--- config.mk ---
export PLATFORM = sky130hd
export DESIGN_NAME = ggps_ctrl
export DESIGN_NICKNAME = d
export VERILOG_FILES = /design/src/ggps_pkg.sv /design/src/ggps_ctrl.sv
export SDC_FILE = /design/constraint.sdc
export NUM_CORES = 1
export LEC_CHECK = 0
export ABC_AREA = 0
export BUFFER_PORTS_ARGS = -buffer_cell sky130_fd_sc_hd__buf_2
export CAP_MARGIN = 20
export CORE_UTILIZATION = 47
export CTS_CLUSTER_DIAMETER = 40
export DETAILED_ROUTE_END_ITERATION = 10
export PLACE_DENSITY = 0.76
export SYNTH_ARGS = -nofsm -noshare
export SYNTH_HDL_FRONTEND = slang
export SYNTH_SLANG_ARGS = --single-unit
export TNS_END_PERCENT = 50
--- constraint.sdc ---
create_clock -name aclk -period 1.7 [get_ports aclk]
set_input_delay 0.085 -clock aclk [delete_from_list [all_inputs] [get_ports aclk]]
set_output_delay 0.085 -clock aclk [all_outputs]
set_load 0.02 [all_outputs]
--- src/ggps_pkg.sv ---
`default_nettype none

package ggps_pkg;

    localparam int NUM_VERTICES = 26;
    localparam int VERT_W       = 5;
    localparam int WEIGHT_W     = 16;
    localparam int TABLE_DEPTH  = NUM_VERTICES * NUM_VERTICES;
    localparam int IDX_W        = $clog2(NUM_VERTICES);
    localparam int LEN_W        = $clog2(NUM_VERTICES + 1);
    localparam int ADDR_W       = $clog2(TABLE_DEPTH);

    localparam int S_TDATA_W    = ((2 * VERT_W + WEIGHT_W + 7) / 8) * 8;
    localparam int M_TDATA_W    = ((VERT_W + 7) / 8) * 8;

    localparam logic CMD_LOAD   = 1'b0;
    localparam logic CMD_SEARCH = 1'b1;

    // Controller to datapath
    typedef struct packed {
        logic clr_wr;
        logic load_wr;
        logic init;
        logic scan_begin;
        logic scan_issue;
        logic push;
        logic pop;
        logic emit_begin;
        logic out_path;
        logic out_nf;
    } ggps_cmd_t;

    // Datapath to controller
    typedef struct packed {
        logic clear_last;
        logic src_ok;
        logic goal_hit;
        logic scan_last;
        logic have;
        logic len_one;
        logic emit_last;
    } ggps_sts_t;

endpackage

`default_nettype wire

--- src/ggps_ctrl.sv ---
`default_nettype none

module ggps_ctrl (
    input  wire logic            aclk,
    input  wire logic            aresetn,
    input  wire logic            s_tvalid,
    input  wire logic            s_cmd,
    output logic                 s_tready,
    output logic                 m_tvalid,
    input  wire logic            m_tready,
    input  ggps_pkg::ggps_sts_t  sts,
    output ggps_pkg::ggps_cmd_t  cmd
);

    typedef enum logic [7:0] {
        ST_CLEAR  = 8'b0000_0001,
        ST_IDLE   = 8'b0000_0010,
        ST_STEP   = 8'b0000_0100,
        ST_SCAN   = 8'b0000_1000,
        ST_WAIT   = 8'b0001_0000,
        ST_DECIDE = 8'b0010_0000,
        ST_EMIT   = 8'b0100_0000,
        ST_NOTF   = 8'b1000_0000
    } state_t;

    state_t state_reg;
    state_t state_next;
    logic   m_valid_reg;
    logic   m_valid_next;
    logic   out_free;
    logic   load_out;

    assign out_free = !m_valid_reg || m_tready;
    assign m_tvalid = m_valid_reg;

    always_comb begin
        state_next = state_reg;
        cmd        = '0;
        s_tready   = 1'b0;
        load_out   = 1'b0;
        case (state_reg)
            ST_CLEAR: begin
                cmd.clr_wr = 1'b1;
                if (sts.clear_last) begin
                    state_next = ST_IDLE;
                end
            end
            ST_IDLE: begin
                s_tready = 1'b1;
                if (s_tvalid) begin
                    if (s_cmd == ggps_pkg::CMD_LOAD) begin
                        cmd.load_wr = 1'b1;
                    end else if (sts.src_ok) begin
                        cmd.init   = 1'b1;
                        state_next = ST_STEP;
                    end else begin
                        state_next = ST_NOTF;
                    end
                end
            end
            ST_STEP: begin
                if (sts.goal_hit) begin
                    cmd.emit_begin = 1'b1;
                    state_next     = ST_EMIT;
                end else begin
                    cmd.scan_begin = 1'b1;
                    state_next     = ST_SCAN;
                end
            end
            ST_SCAN: begin
                cmd.scan_issue = 1'b1;
                if (sts.scan_last) begin
                    state_next = ST_WAIT;
                end
            end
            ST_WAIT: begin
                state_next = ST_DECIDE;
            end
            ST_DECIDE: begin
                if (sts.have) begin
                    cmd.push   = 1'b1;
                    state_next = ST_STEP;
                end else if (sts.len_one) begin
                    state_next = ST_NOTF;
                end else begin
                    cmd.pop    = 1'b1;
                    state_next = ST_STEP;
                end
            end
            ST_EMIT: begin
                if (out_free) begin
                    cmd.out_path = 1'b1;
                    load_out     = 1'b1;
                    if (sts.emit_last) begin
                        state_next = ST_IDLE;
                    end
                end
            end
            ST_NOTF: begin
                if (out_free) begin
                    cmd.out_nf = 1'b1;
                    load_out   = 1'b1;
                    state_next = ST_IDLE;
                end
            end
            default: begin
                state_next = ST_IDLE;
            end
        endcase
    end

    assign m_valid_next = load_out || (m_valid_reg && !m_tready);

    always_ff @(posedge aclk) begin
        if (!aresetn) begin
            state_reg   <= ST_CLEAR;
            m_valid_reg <= 1'b0;
        end else begin
            state_reg   <= state_next;
            m_valid_reg <= m_valid_next;
        end
    end

endmodule

`default_nettype wire
==> results of run 1 <==
## metrics by stage
step | setup slack, ns | std cells
2_1_floorplan | -0.00147 | 82
3_3_place_gp | 0.173 | 122
3_5_place_dp | 0.153 | 122
4_1_cts | -0.0242 | 129
5_1_grt | -0.120 | 131
6_report | -0.0508 | 131
## logic make-up (layout without fill, tap and decap cells)
group | count (synthesis) | after routing
AO/OA/AOI/OAI | 13 | 13
flip-flops | 9 | 9
AND/OR/NAND/NOR | 53 | 53
XOR/XNOR | 3 | 3
buffers and inverters | 4 | 38
## final cells by class
type / count / area share, %
inverter: 2 / 0.773
multi-input combinational: 69 / 53.5
tap: 15 / 1.93
sequential: 9 / 20.2
clock buffer: 4 / 2.71
timing repair buffer: 32 / 20.9
## where the power goes
part | switching, mW | internal, mW
Combinational | 0.130 | 0.107
Clock | 0.0794 | 0.0907
Sequential | 0.0265 | 0.222
Total | 0.236 | 0.419
## repair_timing
| action | in CTS | in global routing |
|---|---|---|
| gates resized for setup | 9 | 17 |
| endpoints found under the setup margin | 7 | 17 |
| pin swaps | 4 | 7 |
| buffers inserted | 3 | 2 |
| hold endpoints to repair | 0 | 0 |
## cells in the mapped netlist, types with 2 or more instances
library cell,number
nand2b_1,4
nor4_4,2
o21a_1,2
buf_2,2
dfxtp_1,9
nand3_1,2
nor3b_1,3
nand4b_1,2
nor4b_1,2
and2_1,4
nor2_1,10
o21ai_0,3
xor2_1,2
nand4_1,2
inv_1,2
nand2_1,8
nor2b_1,3
## critical path, stage by stage (launching register included)
cell and delay [ns]:
dfxtp_4 0.36, nor4_4 0.41, buf_4 0.20, nand4b_1 0.17, nand4_1 0.27, o21ai_1 0.10
and2_1 0.14
## per-layer routing
| layer | up-vias | wire length, um | global-route usage (%) |
|---|---|---|---|
| li1 | 368 | - | - |
| met1 | 384 | 863 | 33.2 |
| met2 | 34 | 1180 | 48.8 |
| met3 | 4 | 135 | 10.0 |
| met4 | 0 | 12 | 6.03 |
| met5 | - | 0 | 0 |
## cell usage in the layout (no fill, tap or decap), types with 2 or more instances in the layout
master,synthesis,final
buf_2,2,18
nor4b_2,1,3
nor2_2,0,2
nand4_1,2,2
nand3_1,2,2
o21a_1,2,2
and2_1,4,4
nand4b_1,2,2
nor2_1,10,8
dfxtp_4,0,3
buf_4,0,12
nor2b_1,3,3
nand2b_1,4,4
buf_6,0,2
xor2_1,2,2
o21ai_0,3,2
nor4_4,2,3
nand2_1,8,7
dfxtp_1,9,2
dfxtp_2,0,4
nor3b_1,3,3
clkbuf_4,0,3
## how the worst min path moves through the flow
stage / slack, ns / endpoint
5_1_grt: 0.04 / state_reg[0]
4_1_cts: 0.05 / state_reg[0]
2_1_floorplan: 0.16 / state_reg[0]
3_3_place_gp: 0.33 / state_reg[0]
6_report: 0.05 / state_reg[0]
3_5_place_dp: 0.33 / state_reg[0]
==> metrics, run 1 <==
status=finished, violations left; failing checks=setup timing; # DRC=0; largest net degree at the start of global routing=12; nets=roughly 130; # rows=13; vias per cell=~6; CP Capture Type=register; register area share after synthesis=between 20% and 30%; Hold Startpoint=sts[6]; mux cell area share after synthesis=0%; area of the multi-input gates=between 500 and 600 sq um; Worst Path Arrival=roughly 1.9 ns; Finished Core Util=~74%; max cap viols=0; Layout area overhead=43.4%; remaining antenna violation count=0; r2r startpoint=state_reg[4]; post-route cell area=971 sq um; fin. max-slew vios=0; vias in the first global route=between 600 and 700; RSZ-0062 raised after global routing=true; number of port buffers=23; # IOs=24; Worst Skew=~0.0068 ns; GRT Residual Overflow=0; crit share post-route=103%; chip height=about 40 um; complex-gate fraction of the synthesized area=~14%; Synth Instances=~80; crit path capture=state_reg[1]; Max-slew headroom=72.2%; initial antenna violation count=0; sequential cell area=196 sq um; flip-flop count of the largest register after layout=8; area leader, netlist=dfxtp_1; Sum Neg Setup Slack=-0.171 ns; Detail Placement HPWL=between 1000 and 1500 um; first-pass GRT wire length=2880 um; critical path fanouts, max=4; Post-synth top flop=dfxtp_1; layout filler cell count=roughly 110; CTS tree=done; Post-synth ARST share=0%; layout cells sized above 1=a little under half; Ys Warns=0; most area-consuming cells after synthesis=dfxtp_1, nor4_4, nor2_1, nand2_1, and2_1; Avg WL per Cell=16.7 um; Reg2Reg Depth=6; final wirelength=approximately 2200 um; Reg-to-Reg End=state_reg[1]; Fin. Hold Viols=0; largest family of logic cells by synthesized area=simple AND/OR/NAND/NOR gates; Core Footprint=about 1300 sq um; r2r setup slk=-0.05 ns; total track usage=between 20% and 30%; leakage=about 0.44 nW; worst setup path startpoint=state_reg[4]; Worst Hold Path Cells=2; DR iter-0 viols=31; Post-Synth Adder-Cell Area=0%; die width=~40 um; startpoint types=register; RePlAce Congestion=between 0.9 and 1; Clock Tree Root=clkbuf_4; fin crit period=approximately 1.8 ns; total power=around 0.66 mW; CTS clk-pin slew, worst paths=approximately 0.06 ns; Post-Synth Simple-Gate Area=approximately 53%; average size of a mapped cell=just over 8 sq um; die area=around 1600 sq um; CTS Sinks=9; DRT Pass-1 Iters=4; f_max=0.571 GHz; via count=790; Starting Density=between 50% and 60%; H-tree depth=1; WHS=approximately 0.052 ns; Mapped Area=just under 700 sq um; Setup WS post-layout=-0.0508 ns; CP Data Required Time=~1.9 ns; Synth top area share=a little over a quarter; class of the worst hold path=in -> reg; CTS buffer count=3; worst-margin pin slew=0.416 ns; # hold bufs at CTS=0; Yosys reg bits=9; Worst VDD drop=~520 uV; Netlist cell types=37; Ant. Diodes=0; worst skew pair latency=~0.27 ns; Post-synth EDFFs=0; P per Cell Area=~680 nW/um^2; syn_nets=94; critical path type=reg -> reg; xor/xnor share of the synthesized area=roughly 3.9%; Setup-failing EPs final=5; Placement Cell Area=approximately 840 sq um; clk buf depth=2
Note: power is estimated with default switching activity, not from simulation.
==> run 2, diff against run 1 <==
- RECOVER_POWER: unset -> 100
==> metrics, run 2 (same netlist as run 1, synthesis figures left out) <==
first-pass GRT wire length=2880 um (unchanged); status=finished, violations left (unchanged); via count=790 (unchanged); Max-slew headroom=72.2% (about the same); DRT Pass-1 Iters=4 (unchanged); leakage=0.434 nW (was 0.438 nW); vias in the first global route=665 (unchanged); # IOs=24 (unchanged); # rows=13 (unchanged); total power=0.656 mW (about the same); f_max=0.571 GHz (about the same); Clock Tree Root=clkbuf_4 (unchanged); r2r setup slk=-0.05 ns (about the same); # hold bufs at CTS=0 (unchanged); CTS buffer count=3 (unchanged); max cap viols=0 (unchanged); Worst Skew=0.00674 ns (was 0.00675 ns); DR iter-0 viols=31 (unchanged); crit path buf inv count=1 (unchanged); worst setup path startpoint=state_reg[4] (unchanged); total track usage=28.3% (unchanged); clk buf depth=2 (unchanged); r2r startpoint=state_reg[4] (unchanged); critical path fanouts, max=4 (unchanged); nets=129 (unchanged); startpoint types=register (unchanged); worst skew pair latency=0.27 ns (about the same); Top delay family on crit path=simple AND/OR/NAND/NOR gates (unchanged); fin crit period=1.75 ns (about the same); Reg2Reg Depth=6 (unchanged); Critical Path Slowest Stage Cell=nor4_4 (unchanged); P per Cell Area=676 nW/um^2 (was 675 nW/um^2); number of port buffers=23 (unchanged); Critical Path Max Stage Delay=0.41 ns (about the same); Worst Path Arrival=1.91 ns (about the same); sequential cell area=196 sq um (unchanged); critical path type=reg -> reg (unchanged); Starting Density=51.4% (unchanged); Crit path depth=6 (unchanged); CTS clk-pin slew, worst paths=0.06 ns (about the same); vias per cell=6.03 (unchanged); remaining antenna violation count=0 (unchanged); final wirelength=2200 um (was 2190 um); Setup-failing EPs final=5 (unchanged); Reg-to-Reg End=state_reg[1] (unchanged); crit share post-route=103% (about the same); RePlAce Congestion=0.939 (unchanged); die area=1600 sq um (unchanged); largest net degree at the start of global routing=12 (unchanged); critical path cell sequence=nor4_4 -> buf_4 -> nand4b_1 -> nand4_1 -> o21ai_1 -> and2_1 (unchanged); crit path capture=state_reg[1] (unchanged); flip-flop count of the largest register after layout=8 (unchanged); CTS Sinks=9 (unchanged); CP Capture Type=register (unchanged); class of the worst hold path=in -> reg (unchanged); Layout area overhead=43.3% (was 43.4%); area of the multi-input gates=519 sq um (unchanged); Sum Neg Setup Slack=-0.171 ns (about the same); initial antenna violation count=0 (unchanged); worst-margin pin slew=0.416 ns (about the same); layout cells sized above 1=46.6% (was 47.4%); die width=40.0 um (unchanged); H-tree depth=1 (unchanged); failing checks=setup timing (unchanged); Detail Placement HPWL=1430 um (unchanged); Core Footprint=1320 sq um (unchanged); Worst VDD drop=524 uV (about the same); chip height=40.0 um (unchanged); Placement Cell Area=837 sq um (unchanged); GRT Residual Overflow=0 (unchanged); Fin. Hold Viols=0 (unchanged); # DRC=0 (unchanged); layout filler cell count=106 (was 105); CP Data Required Time=1.86 ns (about the same); RSZ-0062 raised after global routing=true (unchanged); post-route cell area=970 sq um (was 971 sq um); most frequent cells in the layout=buf_2, buf_4, nor2_1, nand2_1 (unchanged); fin. max-slew vios=0 (unchanged); Avg WL per Cell=16.8 um (was 16.7 um); Setup WS post-layout=-0.0508 ns (about the same); most common cell after layout, fill and taps aside=buf_2 (unchanged); CTS tree=done (unchanged); Ant. Diodes=0 (unchanged)
-- run 2: worst min path at each step --
stage                  from      endpoint  cells past startpoint
detailed placement   sts[6]  state_reg[0]                      2
global route         sts[6]  state_reg[0]                      2
finish               sts[6]  state_reg[0]                      2
floorplan           aresetn  state_reg[0]                      1
global placement     sts[6]  state_reg[0]                      2
CTS                  sts[6]  state_reg[0]                      2
-- run 2: repair_timing --
action	4_1_cts	5_1_grt
gates resized for setup	9	17
setup buffers	3	2
cloned	0	0
endpoints found under the setup margin	7	17
endpoints found under the hold margin	0	0
pin swaps	4	7
-- run 2: through the flow --
step	hold WS, ns	std cells	setup slack, ns	util [%]
finish	0.0520	131	-0.0508	73.6
global route	0.0393	131	-0.120	73.6
CTS	0.0511	129	-0.0242	68.9
detailed placement	0.333	122	0.153	63.5
global placement	0.330	122	0.173	63.5
floorplan	0.158	82	-0.00147	-
-- run 2: area by class of cell --
| class | instances | share of cell area (%) |
|---|---|---|
| inverter | 2 | 0.774 |
| clock buffer | 4 | 2.71 |
| tap | 15 | 1.94 |
| sequential | 9 | 20.3 |
| timing repair buffer | 32 | 20.8 |
| multi-input combinational | 69 | 53.5 |
-- run 2: layer usage --
metal,routed length (um),GRT usage (%),up-vias
li1,-,-,368
met5,0,0,-
met1,864,33.2,384
met4,12,6.03,0
met2,1180,48.8,34
met3,135,10.0,4
-- run 2: power by group --
part | switching (mW) | leakage, nW | internal, mW
registers | 0.0265 | 0.0769 | 0.222
logic | 0.130 | 0.342 | 0.106
clock network | 0.0794 | 0.0150 | 0.0907
total | 0.236 | 0.434 | 0.419
==> run 3, diff against run 2 <==
- ABC_CLOCK_PERIOD_IN_PS: unset -> 1700
- CAP_MARGIN: 20 -> 10
- CORE_MARGIN: unset -> 3
==> metrics, run 3 (same netlist as run 1, synthesis figures left out) <==
status=finished, violations left (unchanged); CP Data Required Time=1.62 ns (was 1.86 ns); number of port buffers=23 (unchanged); Detail Placement HPWL=1430 um (about the same); RSZ-0062 raised after global routing=true (unchanged); Starting Density=50.8% (was 51.4%); # DRC=0 (unchanged); Setup-failing EPs final=8 (was 5); CTS Sinks=9 (unchanged); Worst Skew=0.00959 ns (was 0.00674 ns); worst-margin pin slew=0.421 ns (was 0.416 ns); f_max=0.559 GHz (was 0.571 GHz); fin. max-slew vios=0 (unchanged); Post-Place Cells=121 (was 122); most frequent cells in the layout=buf_4, buf_2, nor2_1, nand2_1 (was buf_2, buf_4, nor2_1, nand2_1); Max-slew headroom=71.7% (was 72.2%); CTS buffer count=3 (unchanged); first-pass GRT wire length=3310 um (was 2880 um); nets=136 (was 129); DR iter-0 viols=45 (was 31); CTS tree=done (unchanged); CTS clk-pin slew, worst paths=0.07 ns (was 0.06 ns); class of the worst hold path=in -> reg (unchanged); RePlAce Congestion=0.871 (was 0.939); Worst VDD drop=488 uV (was 524 uV); CP Capture Type=output port (was register); flip-flop count of the largest register after layout=8 (unchanged); # rows=13 (unchanged); die width=44.0 um (was 40.0 um); die area=1930 sq um (was 1600 sq um); final wirelength=2420 um (was 2200 um); # hold bufs at CTS=0 (unchanged); vias per cell=6.17 (was 6.03); Clock Tree Root=clkbuf_4 (unchanged); largest net degree at the start of global routing=11 (was 12); vias in the first global route=768 (was 665); initial antenna violation count=0 (unchanged); Fin. Hold Viols=0 (unchanged); max cap viols=0 (unchanged); Layout area overhead=49.0% (was 43.3%); critical path fanouts, max=4 (unchanged); total power=0.678 mW (was 0.656 mW); failing checks=setup timing (unchanged); layout cells sized above 1=46.3% (was 46.6%); Setup WS post-layout=-0.0898 ns (was -0.0508 ns); chip height=44.0 um (was 40.0 um); Worst Path Arrival=1.70 ns (was 1.91 ns); clk buf depth=2 (unchanged); leakage=0.463 nW (was 0.434 nW); Ant. Diodes=0 (unchanged); worst skew pair latency=0.28 ns (was 0.27 ns); final cell count without fillers=138 (was 131); # IOs=24 (unchanged); Core Footprint=1330 sq um (was 1320 sq um); Avg WL per Cell=17.6 um (was 16.8 um); GRT Residual Overflow=0 (unchanged); critical path type=reg -> out (was reg -> reg); H-tree depth=1 (unchanged); startpoint types=register (unchanged); crit share post-route=105% (was 103%); most common cell after layout, fill and taps aside=buf_4 (was buf_2); fin crit period=1.79 ns (was 1.75 ns); remaining antenna violation count=0 (unchanged); P per Cell Area=672 nW/um^2 (was 676 nW/um^2); total track usage=23.9% (was 28.3%); via count=852 (was 790); DRT Pass-1 Iters=4 (unchanged)
[run 3: cell types whose count changed in the layout (fill, tap and decap cells not counted), sizes merged]
| cell | previous run | this run |
|---|---|---|
| buf | 31 | 37 |
| clkbuf | 5 | 6 |
[run 3: critical path: stages (launching register included)]
cell      delay, ns
dfxtp_4        0.35
nor4_4         0.31
buf_4          0.19
nand2b_4       0.08
nor3_4         0.13
nand2_1        0.09
nor2_1         0.11
buf_4          0.15
[run 3: worst paths after layout]
| check | to | cells past startpoint | from | slack, ns |
|---|---|---|---|---|
| worst max-delay path | cmd[8] | 7 | state_reg[6] | -0.09 |
| worst min-delay path | state_reg[0] | 2 | sts[6] | 0.07 |
| worst max register to register | state_reg[3] | 8 | state_reg[3] | -0.04 |
| worst min register to register | state_reg[5] | 1 | state_reg[5] | 0.50 |
[run 3: power breakdown]
part	switching (mW)	total, mW	internal, mW
registers	0.0269	0.248	0.222
logic	0.131	0.254	0.123
clock network	0.0846	0.175	0.0909
total	0.243	0.678	0.435
[run 3: area by class of cell]
cell class,instances,area [sq um]
inverters,2,7.51
flip-flops and latches,9,196
repair buffers,39,260
multi-input cells,69,499
fillers,102,325
clock buffers,4,26.3
well taps,15,18.8
[run 3: repair_timing]
action	CTS	global route
buffers inserted	8	5
endpoints found under the setup margin	8	15
pin swaps	4	5
hold endpoints to repair	0	0
resized for setup	9	17
cloned	0	0
[run 3: through the flow]
step / instance area [sq um] / setup TNS (ns) / utilization (%) / hold slack [ns] / setup WS [ns]
global placement: 830 / 0 / 62.2 / 0.344 / 0.147
CTS: 936 / -0.0183 / 70.2 / 0.0655 / -0.0183
floorplan: 683 / -0.00147 / - / 0.158 / -0.00147
global route: 1010 / -1.73 / 75.6 / 0.0593 / -0.211
detailed placement: 830 / 0 / 62.2 / 0.341 / 0.110
finish: 1010 / -0.334 / 75.6 / 0.0703 / -0.0898
[run 3: per-layer routing]
layer / up-vias / GRT usage [%] / routed length [um]
met3: 15 / 9.54 / 237
li1: 381 / - / -
met5: - / 0 / 0
met1: 397 / 27.0 / 926
met4: 0 / 12.0 / 81
met2: 59 / 38.7 / 1180
